### config.mk
export PLATFORM = sky130hd
export DESIGN_NAME = websocket_frame_deframer_core
export DESIGN_NICKNAME = d
export VERILOG_FILES = /design/src/hdl/wsd_pkg.sv /design/src/hdl/websocket_frame_deframer_core.sv /design/src/hdl/wsd_in_stage.sv /design/src/hdl/wsd_parser.sv /design/src/hdl/wsd_out_reg.sv
export SDC_FILE = /design/constraint.sdc
export NUM_CORES = 1
export LEC_CHECK = 0
export ABC_CLOCK_PERIOD_IN_PS = 3350
export BUFFER_PORTS_ARGS = -buffer_cell sky130_fd_sc_hd__buf_2
export CORE_MARGIN = 3
export CORE_UTILIZATION = 60
export CTS_BUF_LIST = sky130_fd_sc_hd__clkbuf_4 sky130_fd_sc_hd__clkbuf_8
export DETAILED_ROUTE_END_ITERATION = 8
export GPL_TIMING_DRIVEN = 0
export PLACE_DENSITY = 0.74
export SLEW_MARGIN = 25
export SYNTH_ARGS = -nofsm -noshare
export SYNTH_HDL_FRONTEND = slang
export SYNTH_SLANG_ARGS = --single-unit
### constraint.sdc
create_clock -name clk -period 3.35 [get_ports clk]
set_input_delay 0.1675 -clock clk [delete_from_list [all_inputs] [get_ports clk]]
set_output_delay 0.1675 -clock clk [all_outputs]
set_load 0.05 [all_outputs]
### src/hdl/wsd_pkg.sv
// Package for the WebSocket frame deframer: phase and event codes,
// the result struct and sizing constants. No dependencies.

package wsd_pkg;

    localparam int LENGTH_BITS = 64;

    localparam logic [7:0] FLAG_MASK     = 8'h80;
    localparam logic [7:0] OPCODE_MASK   = 8'h0f;
    localparam logic [7:0] LEN_CODE_MASK = 8'h7f;
    localparam logic [6:0] LEN_CODE_16   = 7'd126;
    localparam logic [6:0] LEN_CODE_64   = 7'd127;
    localparam logic [1:0] POS_MASK      = 2'h3;

    localparam logic [3:0] EXT_BYTES_16 = 4'd2;
    localparam logic [3:0] EXT_BYTES_64 = 4'd8;
    localparam logic [3:0] KEY_BYTES    = 4'd4;

    localparam logic [3:0] OP_BINARY = 4'd2;
    localparam logic [3:0] OP_CLOSE  = 4'd8;
    localparam logic [3:0] OP_PING   = 4'd9;
    localparam logic [3:0] OP_PONG   = 4'd10;

    localparam logic [2:0] EV_DATA      = 3'd0;
    localparam logic [2:0] EV_EMPTY_END = 3'd1;
    localparam logic [2:0] EV_PING      = 3'd2;
    localparam logic [2:0] EV_PONG      = 3'd3;
    localparam logic [2:0] EV_CLOSE     = 3'd4;
    localparam logic [2:0] EV_ERROR     = 3'd5;

    typedef enum logic [2:0] {
        PH_HDR0,
        PH_HDR1,
        PH_EXTLEN,
        PH_MASK,
        PH_PAYLOAD,
        PH_HALTED
    } phase_t;

    typedef struct packed {
        logic       valid;
        logic [2:0] ev;
        logic [7:0] data;
        logic [3:0] opcode;
        logic       last;
    } result_t;

endpackage

### src/hdl/websocket_frame_deframer_core.sv
// WebSocket frame deframer, receive side: one stream byte per transaction.
// Input register, parser, result register; parser state updates in one pass.
// Throughput: one byte per cycle unless out_ready stalls a held result.
// Reset: rst_n clears the parser to await a first header byte and empties
// both the input and result registers. Close or error halts until reset.

module websocket_frame_deframer_core
    import wsd_pkg::*;
(
    input  logic       clk,
    input  logic       rst_n,
    input  logic       in_valid,
    output logic       in_ready,
    input  logic [7:0] rx_byte,
    output logic       out_valid,
    input  logic       out_ready,
    output logic [2:0] event_res,
    output logic [7:0] data_byte,
    output logic [3:0] frame_opcode,
    output logic       message_last
);

    logic       advance;
    logic       held_valid;
    logic [7:0] held_byte;
    result_t    res;

    assign advance = held_valid && (!out_valid || out_ready);

    wsd_in_stage u_in_stage (
        .clk        (clk),
        .rst_n      (rst_n),
        .in_valid   (in_valid),
        .in_ready   (in_ready),
        .rx_byte    (rx_byte),
        .advance    (advance),
        .held_valid (held_valid),
        .held_byte  (held_byte)
    );

    wsd_parser u_parser (
        .clk      (clk),
        .rst_n    (rst_n),
        .advance  (advance),
        .cur_byte (held_byte),
        .res      (res)
    );

    wsd_out_reg u_out_reg (
        .clk          (clk),
        .rst_n        (rst_n),
        .res          (res),
        .out_valid    (out_valid),
        .out_ready    (out_ready),
        .event_res    (event_res),
        .data_byte    (data_byte),
        .frame_opcode (frame_opcode),
        .message_last (message_last)
    );

endmodule

### src/hdl/wsd_in_stage.sv
// Input register of the deframer: holds one received byte until the
// parser consumes it. Depends on wsd_pkg.

module wsd_in_stage
    import wsd_pkg::*;
(
    input  logic       clk,
    input  logic       rst_n,
    input  logic       in_valid,
    output logic       in_ready,
    input  logic [7:0] rx_byte,
    input  logic       advance,
    output logic       held_valid,
    output logic [7:0] held_byte
);

    logic       valid_reg;
    logic       valid_next;
    logic [7:0] byte_reg;

    assign in_ready   = !valid_reg || advance;
    assign held_valid = valid_reg;
    assign held_byte  = byte_reg;

    always_comb
    begin
        valid_next = valid_reg;
        if (in_valid && in_ready)
        begin
            valid_next = 1'b1;
        end
        else if (advance)
        begin
            valid_next = 1'b0;
        end
    end

    always_ff @(posedge clk or negedge rst_n)
    begin
        if (!rst_n)
        begin
            valid_reg <= 1'b0;
        end
        else
        begin
            valid_reg <= valid_next;
        end
    end

    always_ff @(posedge clk)
    begin
        if (in_valid && in_ready)
        begin
            byte_reg <= rx_byte;
        end
    end

endmodule

### src/hdl/wsd_parser.sv
// Frame parser: header decode, length and mask key capture, payload
// unmasking and frame-end events. Depends on wsd_pkg.

module wsd_parser
    import wsd_pkg::*;
(
    input  logic       clk,
    input  logic       rst_n,
    input  logic       advance,
    input  logic [7:0] cur_byte,
    output result_t    res
);

    phase_t      phase_reg;
    phase_t      phase_next;
    logic [3:0]  cnt_reg;
    logic [3:0]  cnt_next;
    logic        fin_reg;
    logic        fin_next;
    logic [3:0]  opcode_reg;
    logic [3:0]  opcode_next;
    logic        mask_reg;
    logic        mask_next;
    logic        long_reg;
    logic        long_next;
    logic [63:0] len_reg;
    logic [63:0] len_next;
    logic [31:0] key_reg;
    logic [31:0] key_next;
    logic [1:0]  pos_reg;
    logic [1:0]  pos_next;

    logic        hdr_done;
    logic        frame_end;
    logic [63:0] len_d;
    logic [3:0]  cnt_inc;
    logic [3:0]  need;
    logic [7:0]  key_byte;
    logic        rem_last;
    logic        is_data;
    logic        too_big;

    assign cnt_inc  = cnt_reg + 4'd1;
    assign need     = long_reg ? EXT_BYTES_64 : EXT_BYTES_16;
    assign key_byte = key_reg[(5'd24 - {pos_reg & POS_MASK, 3'b000}) +: 8];
    assign rem_last = (len_reg == 64'd1);
    assign is_data  = (opcode_reg <= OP_BINARY);
    assign too_big  = |(len_d >> LENGTH_BITS);

    always_comb
    begin
        phase_next  = phase_reg;
        cnt_next    = cnt_reg;
        fin_next    = fin_reg;
        opcode_next = opcode_reg;
        mask_next   = mask_reg;
        long_next   = long_reg;
        len_next    = len_reg;
        key_next    = key_reg;
        pos_next    = pos_reg;
        hdr_done    = 1'b0;
        frame_end   = 1'b0;
        len_d       = len_reg;
        res.valid   = 1'b0;
        res.ev      = EV_DATA;
        res.data    = 8'h00;
        res.opcode  = opcode_reg;
        res.last    = 1'b0;

        case (phase_reg)
            PH_HDR0:
            begin
                fin_next    = |(cur_byte & FLAG_MASK);
                opcode_next = cur_byte[3:0] & OPCODE_MASK[3:0];
                phase_next  = PH_HDR1;
            end
            PH_HDR1:
            begin
                mask_next = |(cur_byte & FLAG_MASK);
                long_next = ((cur_byte[6:0] & LEN_CODE_MASK[6:0]) == LEN_CODE_64);
                key_next  = 32'h0;
                cnt_next  = 4'd0;
                if ((cur_byte[6:0] & LEN_CODE_MASK[6:0]) >= LEN_CODE_16)
                begin
                    len_next   = 64'd0;
                    phase_next = PH_EXTLEN;
                end
                else
                begin
                    len_d    = {57'd0, cur_byte[6:0]};
                    len_next = len_d;
                    if (mask_next)
                    begin
                        phase_next = PH_MASK;
                    end
                    else
                    begin
                        hdr_done = 1'b1;
                    end
                end
            end
            PH_EXTLEN:
            begin
                len_d    = {len_reg[55:0], cur_byte};
                len_next = len_d;
                cnt_next = cnt_inc;
                if (cnt_inc >= need)
                begin
                    cnt_next = 4'd0;
                    if (mask_reg)
                    begin
                        phase_next = PH_MASK;
                    end
                    else
                    begin
                        hdr_done = 1'b1;
                    end
                end
            end
            PH_MASK:
            begin
                key_next = {key_reg[23:0], cur_byte};
                cnt_next = cnt_inc;
                if (cnt_inc == KEY_BYTES)
                begin
                    cnt_next = 4'd0;
                    hdr_done = 1'b1;
                end
            end
            PH_PAYLOAD:
            begin
                len_next = len_reg - 64'd1;
                pos_next = pos_reg + 2'd1;
                if (is_data)
                begin
                    if (rem_last)
                    begin
                        phase_next = PH_HDR0;
                    end
                    res.valid = 1'b1;
                    res.ev    = EV_DATA;
                    res.data  = cur_byte ^ key_byte;
                    res.last  = rem_last && fin_reg;
                end
                else if (rem_last)
                begin
                    frame_end = 1'b1;
                end
            end
            PH_HALTED:
            begin
                phase_next = PH_HALTED;
            end
            default:
            begin
                phase_next = PH_HDR0;
            end
        endcase

        if (hdr_done)
        begin
            if (too_big)
            begin
                phase_next = PH_HALTED;
                res.valid  = 1'b1;
                res.ev     = EV_ERROR;
                res.last   = 1'b0;
            end
            else
            begin
                len_next = len_d;
                pos_next = 2'd0;
                if (len_d == 64'd0)
                begin
                    frame_end = 1'b1;
                end
                else
                begin
                    phase_next = PH_PAYLOAD;
                end
            end
        end

        if (frame_end)
        begin
            phase_next = PH_HDR0;
            if (is_data)
            begin
                if (fin_reg)
                begin
                    res.valid = 1'b1;
                    res.ev    = EV_EMPTY_END;
                    res.last  = 1'b1;
                end
            end
            else if (opcode_reg == OP_PING)
            begin
                res.valid = 1'b1;
                res.ev    = EV_PING;
                res.last  = 1'b1;
            end
            else if (opcode_reg == OP_PONG)
            begin
                res.valid = 1'b1;
                res.ev    = EV_PONG;
                res.last  = 1'b1;
            end
            else
            begin
                phase_next = PH_HALTED;
                res.valid  = 1'b1;
                res.ev     = (opcode_reg == OP_CLOSE) ? EV_CLOSE : EV_ERROR;
                res.last   = 1'b0;
            end
        end

        if (!advance)
        begin
            res.valid = 1'b0;
        end
    end

    always_ff @(posedge clk or negedge rst_n)
    begin
        if (!rst_n)
        begin
            phase_reg  <= PH_HDR0;
            cnt_reg    <= 4'd0;
            fin_reg    <= 1'b0;
            opcode_reg <= 4'd0;
            mask_reg   <= 1'b0;
            long_reg   <= 1'b0;
            len_reg    <= 64'd0;
            key_reg    <= 32'h0;
            pos_reg    <= 2'd0;
        end
        else if (advance)
        begin
            phase_reg  <= phase_next;
            cnt_reg    <= cnt_next;
            fin_reg    <= fin_next;
            opcode_reg <= opcode_next;
            mask_reg   <= mask_next;
            long_reg   <= long_next;
            len_reg    <= len_next;
            key_reg    <= key_next;
            pos_reg    <= pos_next;
        end
    end

endmodule

### src/hdl/wsd_out_reg.sv
// Result register of the deframer: holds one result until the
// downstream side takes it. Depends on wsd_pkg.

module wsd_out_reg
    import wsd_pkg::*;
(
    input  logic       clk,
    input  logic       rst_n,
    input  result_t    res,
    output logic       out_valid,
    input  logic       out_ready,
    output logic [2:0] event_res,
    output logic [7:0] data_byte,
    output logic [3:0] frame_opcode,
    output logic       message_last
);

    logic    valid_reg;
    logic    valid_next;
    result_t data_reg;

    assign out_valid    = valid_reg;
    assign event_res    = data_reg.ev;
    assign data_byte    = data_reg.data;
    assign frame_opcode = data_reg.opcode;
    assign message_last = data_reg.last;

    always_comb
    begin
        valid_next = valid_reg;
        if (res.valid)
        begin
            valid_next = 1'b1;
        end
        else if (out_ready)
        begin
            valid_next = 1'b0;
        end
    end

    always_ff @(posedge clk or negedge rst_n)
    begin
        if (!rst_n)
        begin
            valid_reg <= 1'b0;
        end
        else
        begin
            valid_reg <= valid_next;
        end
    end

    always_ff @(posedge clk)
    begin
        if (res.valid)
        begin
            data_reg <= res;
        end
    end

endmodule

# [Word-level counts from Yosys, hierarchy flattened]
# Cells that the tools add are included.
[op_classes] reduce_logical=22 n_lt_le_gt_ge=3 eq_ne=11 add_sub_neg=4 mux=56 n_shift=1 n_bitwise=1
[op_table] cell="$pmux W64 S3" n=1
[op_table] cell="$mux W64" n=2
[op_table] cell="$pmux W64 S2" n=1
[op_table] cell="$eq A64 B1 Y1 const B" n=1
[op_table] cell="$logic_not A64 Y1" n=1
[op_table] cell="$pmux W32 S2" n=1
[op_table] cell="$sub A64 B1 Y64 const B" n=1
[op_table] cell="$mux W3" n=13
[op_table] cell="$shiftx A32 B6 Y8" n=1
[op_table] cell="$mux W4" n=7
[op_table] cell="$mux W12" n=2
[op_table] cell="$mux W1" n=23
[op_table] cell="$pmux W3 S6" n=1
[op_table] cell="$reduce_and A2 Y1" n=7
[op_table] cell="$eq A4 B4 Y1 const B" n=3
[op_table] cell="$pmux W4 S3" n=1
[op_table] cell="$reduce_bool A2 Y1" n=4
[op_table] cell="$xor A8 B8 Y8" n=1
[op_table] cell="$eq A7 B7 Y1 const B" n=1
[op_table] cell="$ge A7 B7 Y1 const B" n=1
[op_table] cell="$mux W7" n=1
[op_table] cell="$eq A3 B2 Y1 const B" n=2
[op_table] cell="$eq A3 B3 Y1 const B" n=2
[op_table] cell="$sub A5 B5 Y5 const A" n=1
[op_table] cell="other kinds (14)" n=19
[totals] regBits=138 out_inout_bits=18 elab_cells=114

# [Longest topological paths before layout]
[depth] ltp_word=10 mapped_depth=11

# [Cells and area by module]
# From an unflattened synthesis, not the netlist that was laid out.
[unflattened] cells_unflattened=846 hier_area_um2=7991.4
[modules_own_cells] mod="wsd_parser" cells_per_inst=813 area_per_inst_um2=7169.4 instances=1
[modules_own_cells] mod="wsd_out_reg" cells_per_inst=19 area_per_inst_um2=516.7 instances=1
[modules_own_cells] mod="wsd_in_stage" cells_per_inst=12 area_per_inst_um2=294.0 instances=1
[modules_own_cells] mod="websocket_frame_deframer_core" cells_per_inst=2 area_per_inst_um2=11.3 instances=1

# [Worst setup path before layout]
# No wires, ideal clock.
[synth_timing] path_kind="register to register" startpoint="reg u_parser.len_reg[52]" endpoint="reg u_out_reg.data_reg, in the netlist u_out_reg.data_byte[0] (enable)" period_less_slack_ns=3.029 slack_ns=0.321 required_ns=2.976 setup_time_ns=0.374 arrival_time_ns=2.656 path_stages_with_launch=9 cell_sequence="dfrtp_1 > or4_4 > nor4b_4 > nand3_1 > o41ai_1 > nand2_1 > or2_1 > o211ai_1 > and2_1"
[synth_lines] item="start: declaration" line="wsd_parser.sv:26" source="logic [63:0] len_reg;"
[synth_lines] item="start signal: assignment" line="wsd_parser.sv:245" source="len_reg <= len_next;"
[synth_lines] item="end signal: assignment" line="wsd_out_reg.sv:57" source="data_reg <= res;"
[synth_lines] item="end: declaration" line="wsd_out_reg.sv:20" source="result_t data_reg;"

# [Worst setup path in the final report]
[layout_timing] startpoint="reg u_parser.len_reg[10]" endpoint="reg u_parser.len_reg[57]"
[layout_between] elab_chain_cells=3
[layout_lines] item="$sub A64 B1 Y64" line="wsd_parser.sv:132" source="len_next = len_reg - 64'd1;"
[layout_lines] item="$pmux W64 S3" line="wsd_parser.sv:70" source="case (phase_reg)"
[layout_lines] item="$mux W64" line="wsd_parser.sv:160" source="if (hdr_done)"
# No other way between the ends.
# A chain may end at the register's enable or synchronous reset.

==> results.cfg <==
[cts]
cts_sinks = 138
cts-root-buf = clkbuf_8
cts.clk_slew.worst_paths_ns = 0.08
clock_latency_ns = 0.47
htreeDepth = 4
cts_tree = built
clk_path_buf_depth = 2
cts_buffers = 17

[sta]
max_freq_ghz = 0.2993
final.period_utilization_pct = 99.74
maxSlewHeadroom_pct = 39.41
hold_slack_ns = 0.02785
hold_violations = 0
tightestPinTransition_ns = 0.9040
min_period_ns = 3.341
setup_violations = 0
drv_slew = 0
clock_skew_ns = 0.01580

[yosys]
yosysUniqueCellTypes = 65
synth_edf_count = 24
ys_seq_area_share_pct = 46.09
synth_nets = 882
synthFlopType = dfrtp_1
ys_warn_count = 0
synthCells = 865
ys_seq_elements = 138
syn-cell-area_um2 = 7754
syn_avg_cell_area_um2 = 8.964
synth_async_sr_flop_share_pct = 82.61

[floorplanning]
row_count = 40
core_area_um2 = 12310
dieArea_um2 = 14320
chipHeight_um = 119.7
fp.dieW_um = 119.7
io_pins = 30
start_util_pct = 62.98

[placed_design]
place_hpwl_mm = 17.27
gp_congestion = 0.9959
io_buffer_count = 29

[worst_setup_path]
worst-path-max-fanout = 6
setup.worst_path.class = reg2reg
crit_path_end_kind = register
path_cells = nor3_1 > nand4_1 > nor3_1 > nand2b_1 > nor2_2 > nand2_1 > o311ai_0 > o311ai_1
crit_top_cell = nor3_1
cp_slowest_cell = nor3_1
max_stage_delay_ns = 0.52
required_ns = 3.66
worstPathArrival_ns = 3.65
r2r_setup_slack_ns = 0.009
cp-start-kind = register

[route]
wl_per_cell_um = 22.52
detail-route-antenna-nets = 0
dr.pass1.iters = 8
drt_iter0_drc = 1146
vias = 7585
wl_mm = 25.04
via_per_inst = 6.821
route.detailed.drc = 0

[layout]
area_growth_pct = 13.60
final_cell_mix = 138 x nand2_1, 123 x o21ai_0, 114 x dfrtp_1
final_common_cell = nand2_1
antenna_cells = 0
drive_gt1_share_pct = 13.35
utilization_pct = 71.54
largest_reg_flops = 64
num-nets-final = 948
fillers = 962
seq_area_um2 = 3573
multi_input_area_um2 = 3936

[grt]
antenna_found_initial = 0
grt_max_degree = 60
grt_pass1_vias = 7153
grt_pass1_wl_mm = 39.61
grt_usage_pct = 35.49
gr-total-overflow = 0

[power]
leakagePower_nw = 3.573
pwr-share-clk_pct = 20.4
switching_share_pct = 46.99
power.density_nw_per_um2 = 883.0
ir_drop_v = 0.0005571
p_int_mw = 4.123
seqPwrFrac_pct = 31.5
combPwrFrac_pct = 48.0
power.switching_mw = 3.654

[job]
cap_violations = 0

[outcome]
status = completed

[worst_hold_path]
worstHoldPathType = in2reg
==> cell type report <==
type,count,area share (%)
well taps,168,2.386
plain buffers,58,2.670
inverters,18,0.7670
clock inverters,14,2.500
multi-input cells,652,44.69
clock buffers,18,2.741
flip-flops and latches,138,40.57
repair buffers,46,3.679
==> worst max-delay path, delay by kind of cell (launching register included) <==
kind,cells,cell delay (ns)
flops,1,0.48
simple gates,6,2.05
compound gates,2,0.64
==> cells in the mapped netlist (all sizes together) (12+ instances only) <==
cell type / count / area (um^2)
nand2: 138 / 518.0
o21ai: 124 / 620.6
dfrtp: 114 / 2853
nor2: 65 / 249.0
clkbuf: 51 / 191.4
a21oi: 47 / 239.0
nor3: 35 / 200.2
a22oi: 27 / 202.7
edfxtp: 24 / 720.7
inv: 18 / 67.56
nor4: 18 / 146.4
nand3: 15 / 85.08
a32oi: 14 / 122.6
xnor2: 14 / 122.6
a31oi: 12 / 75.07
==> logic make-up (layout without fill, tap and decap cells) <==
group	after synthesis	after routing	share of synthesized area [%]
buffers and inverters	76	154	3.856
adders and majority gates	5	5	0.8068
AOI/OAI and AO/OA	274	274	21.74
DFF	138	138	46.09
xor gates and xnor gates	17	17	1.920
and+or+nand+nor	337	338	21.88
muxes	18	18	3.711
==> power groups by stage <==
stage	clock network (mW)	logic, mW	registers, mW
global placement	0	3.35	2.43
global route	1.67	4.01	2.49
detailed placement	0	3.44	2.45
finish	1.59	3.74	2.45
CTS	1.59	3.52	2.42
floorplan	0	2.43	2.37
==> repair_timing <==
| item | in CTS | in global routing |
|---|---|---|
| gates resized for setup | 6 | 11 |
| hold endpoints to repair | 64 | 0 |
| pin swaps | 1 | 3 |
| hold buffers | 10 | 0 |
| buffers inserted | 1 | 5 |
| cloned | 1 | 0 |
| setup endpoints to repair | 16 | 54 |
==> metrics by stage <==
| stage | instances | total power [mW] | setup slack [ns] | setup TNS, ns | area (um^2) |
|---|---|---|---|---|---|
| floorplan | 865 | 4.795 | 0.3206 | 0 | 7754 |
| global placement | 1062 | 5.788 | -0.4770 | -7.617 | 8109 |
| detailed placement | 1063 | 5.887 | -0.5764 | -9.212 | 8143 |
| CTS | 1107 | 7.538 | 0.007804 | 0 | 8746 |
| global route | 1112 | 8.158 | -0.01308 | -0.09273 | 8808 |
| finish | 1112 | 7.778 | 0.008748 | 0 | 8808 |
==> worst paths after layout <==
path,start,to,cells past startpoint
min in group asynchronous,rst_n,u_out_reg.out_valid,2
max reg2reg,u_parser.len_reg[10],u_parser.len_reg[57],8
max,u_parser.len_reg[10],u_parser.len_reg[57],8
max in group asynchronous,rst_n,u_parser.len_reg[21],3
min reg2reg,u_parser.key_reg[29],u_parser.key_reg[29],2
min,out_ready,u_out_reg.out_valid,3
==> per-layer routing <==
metal | part of all wire [%] | up-vias | GRT usage (%) | wire length [um]
met2 | 45 | 587 | 51.38 | 11180
met3 | 14 | 62 | 10.84 | 3441
met4 | 2.0 | 0 | 10.52 | 511
li1 | - | 3325 | - | -
met5 | 0 | - | 0 | 0
met1 | 40 | 3611 | 51.74 | 9912
No activity file was read; power rests on OpenSTA's default activity.
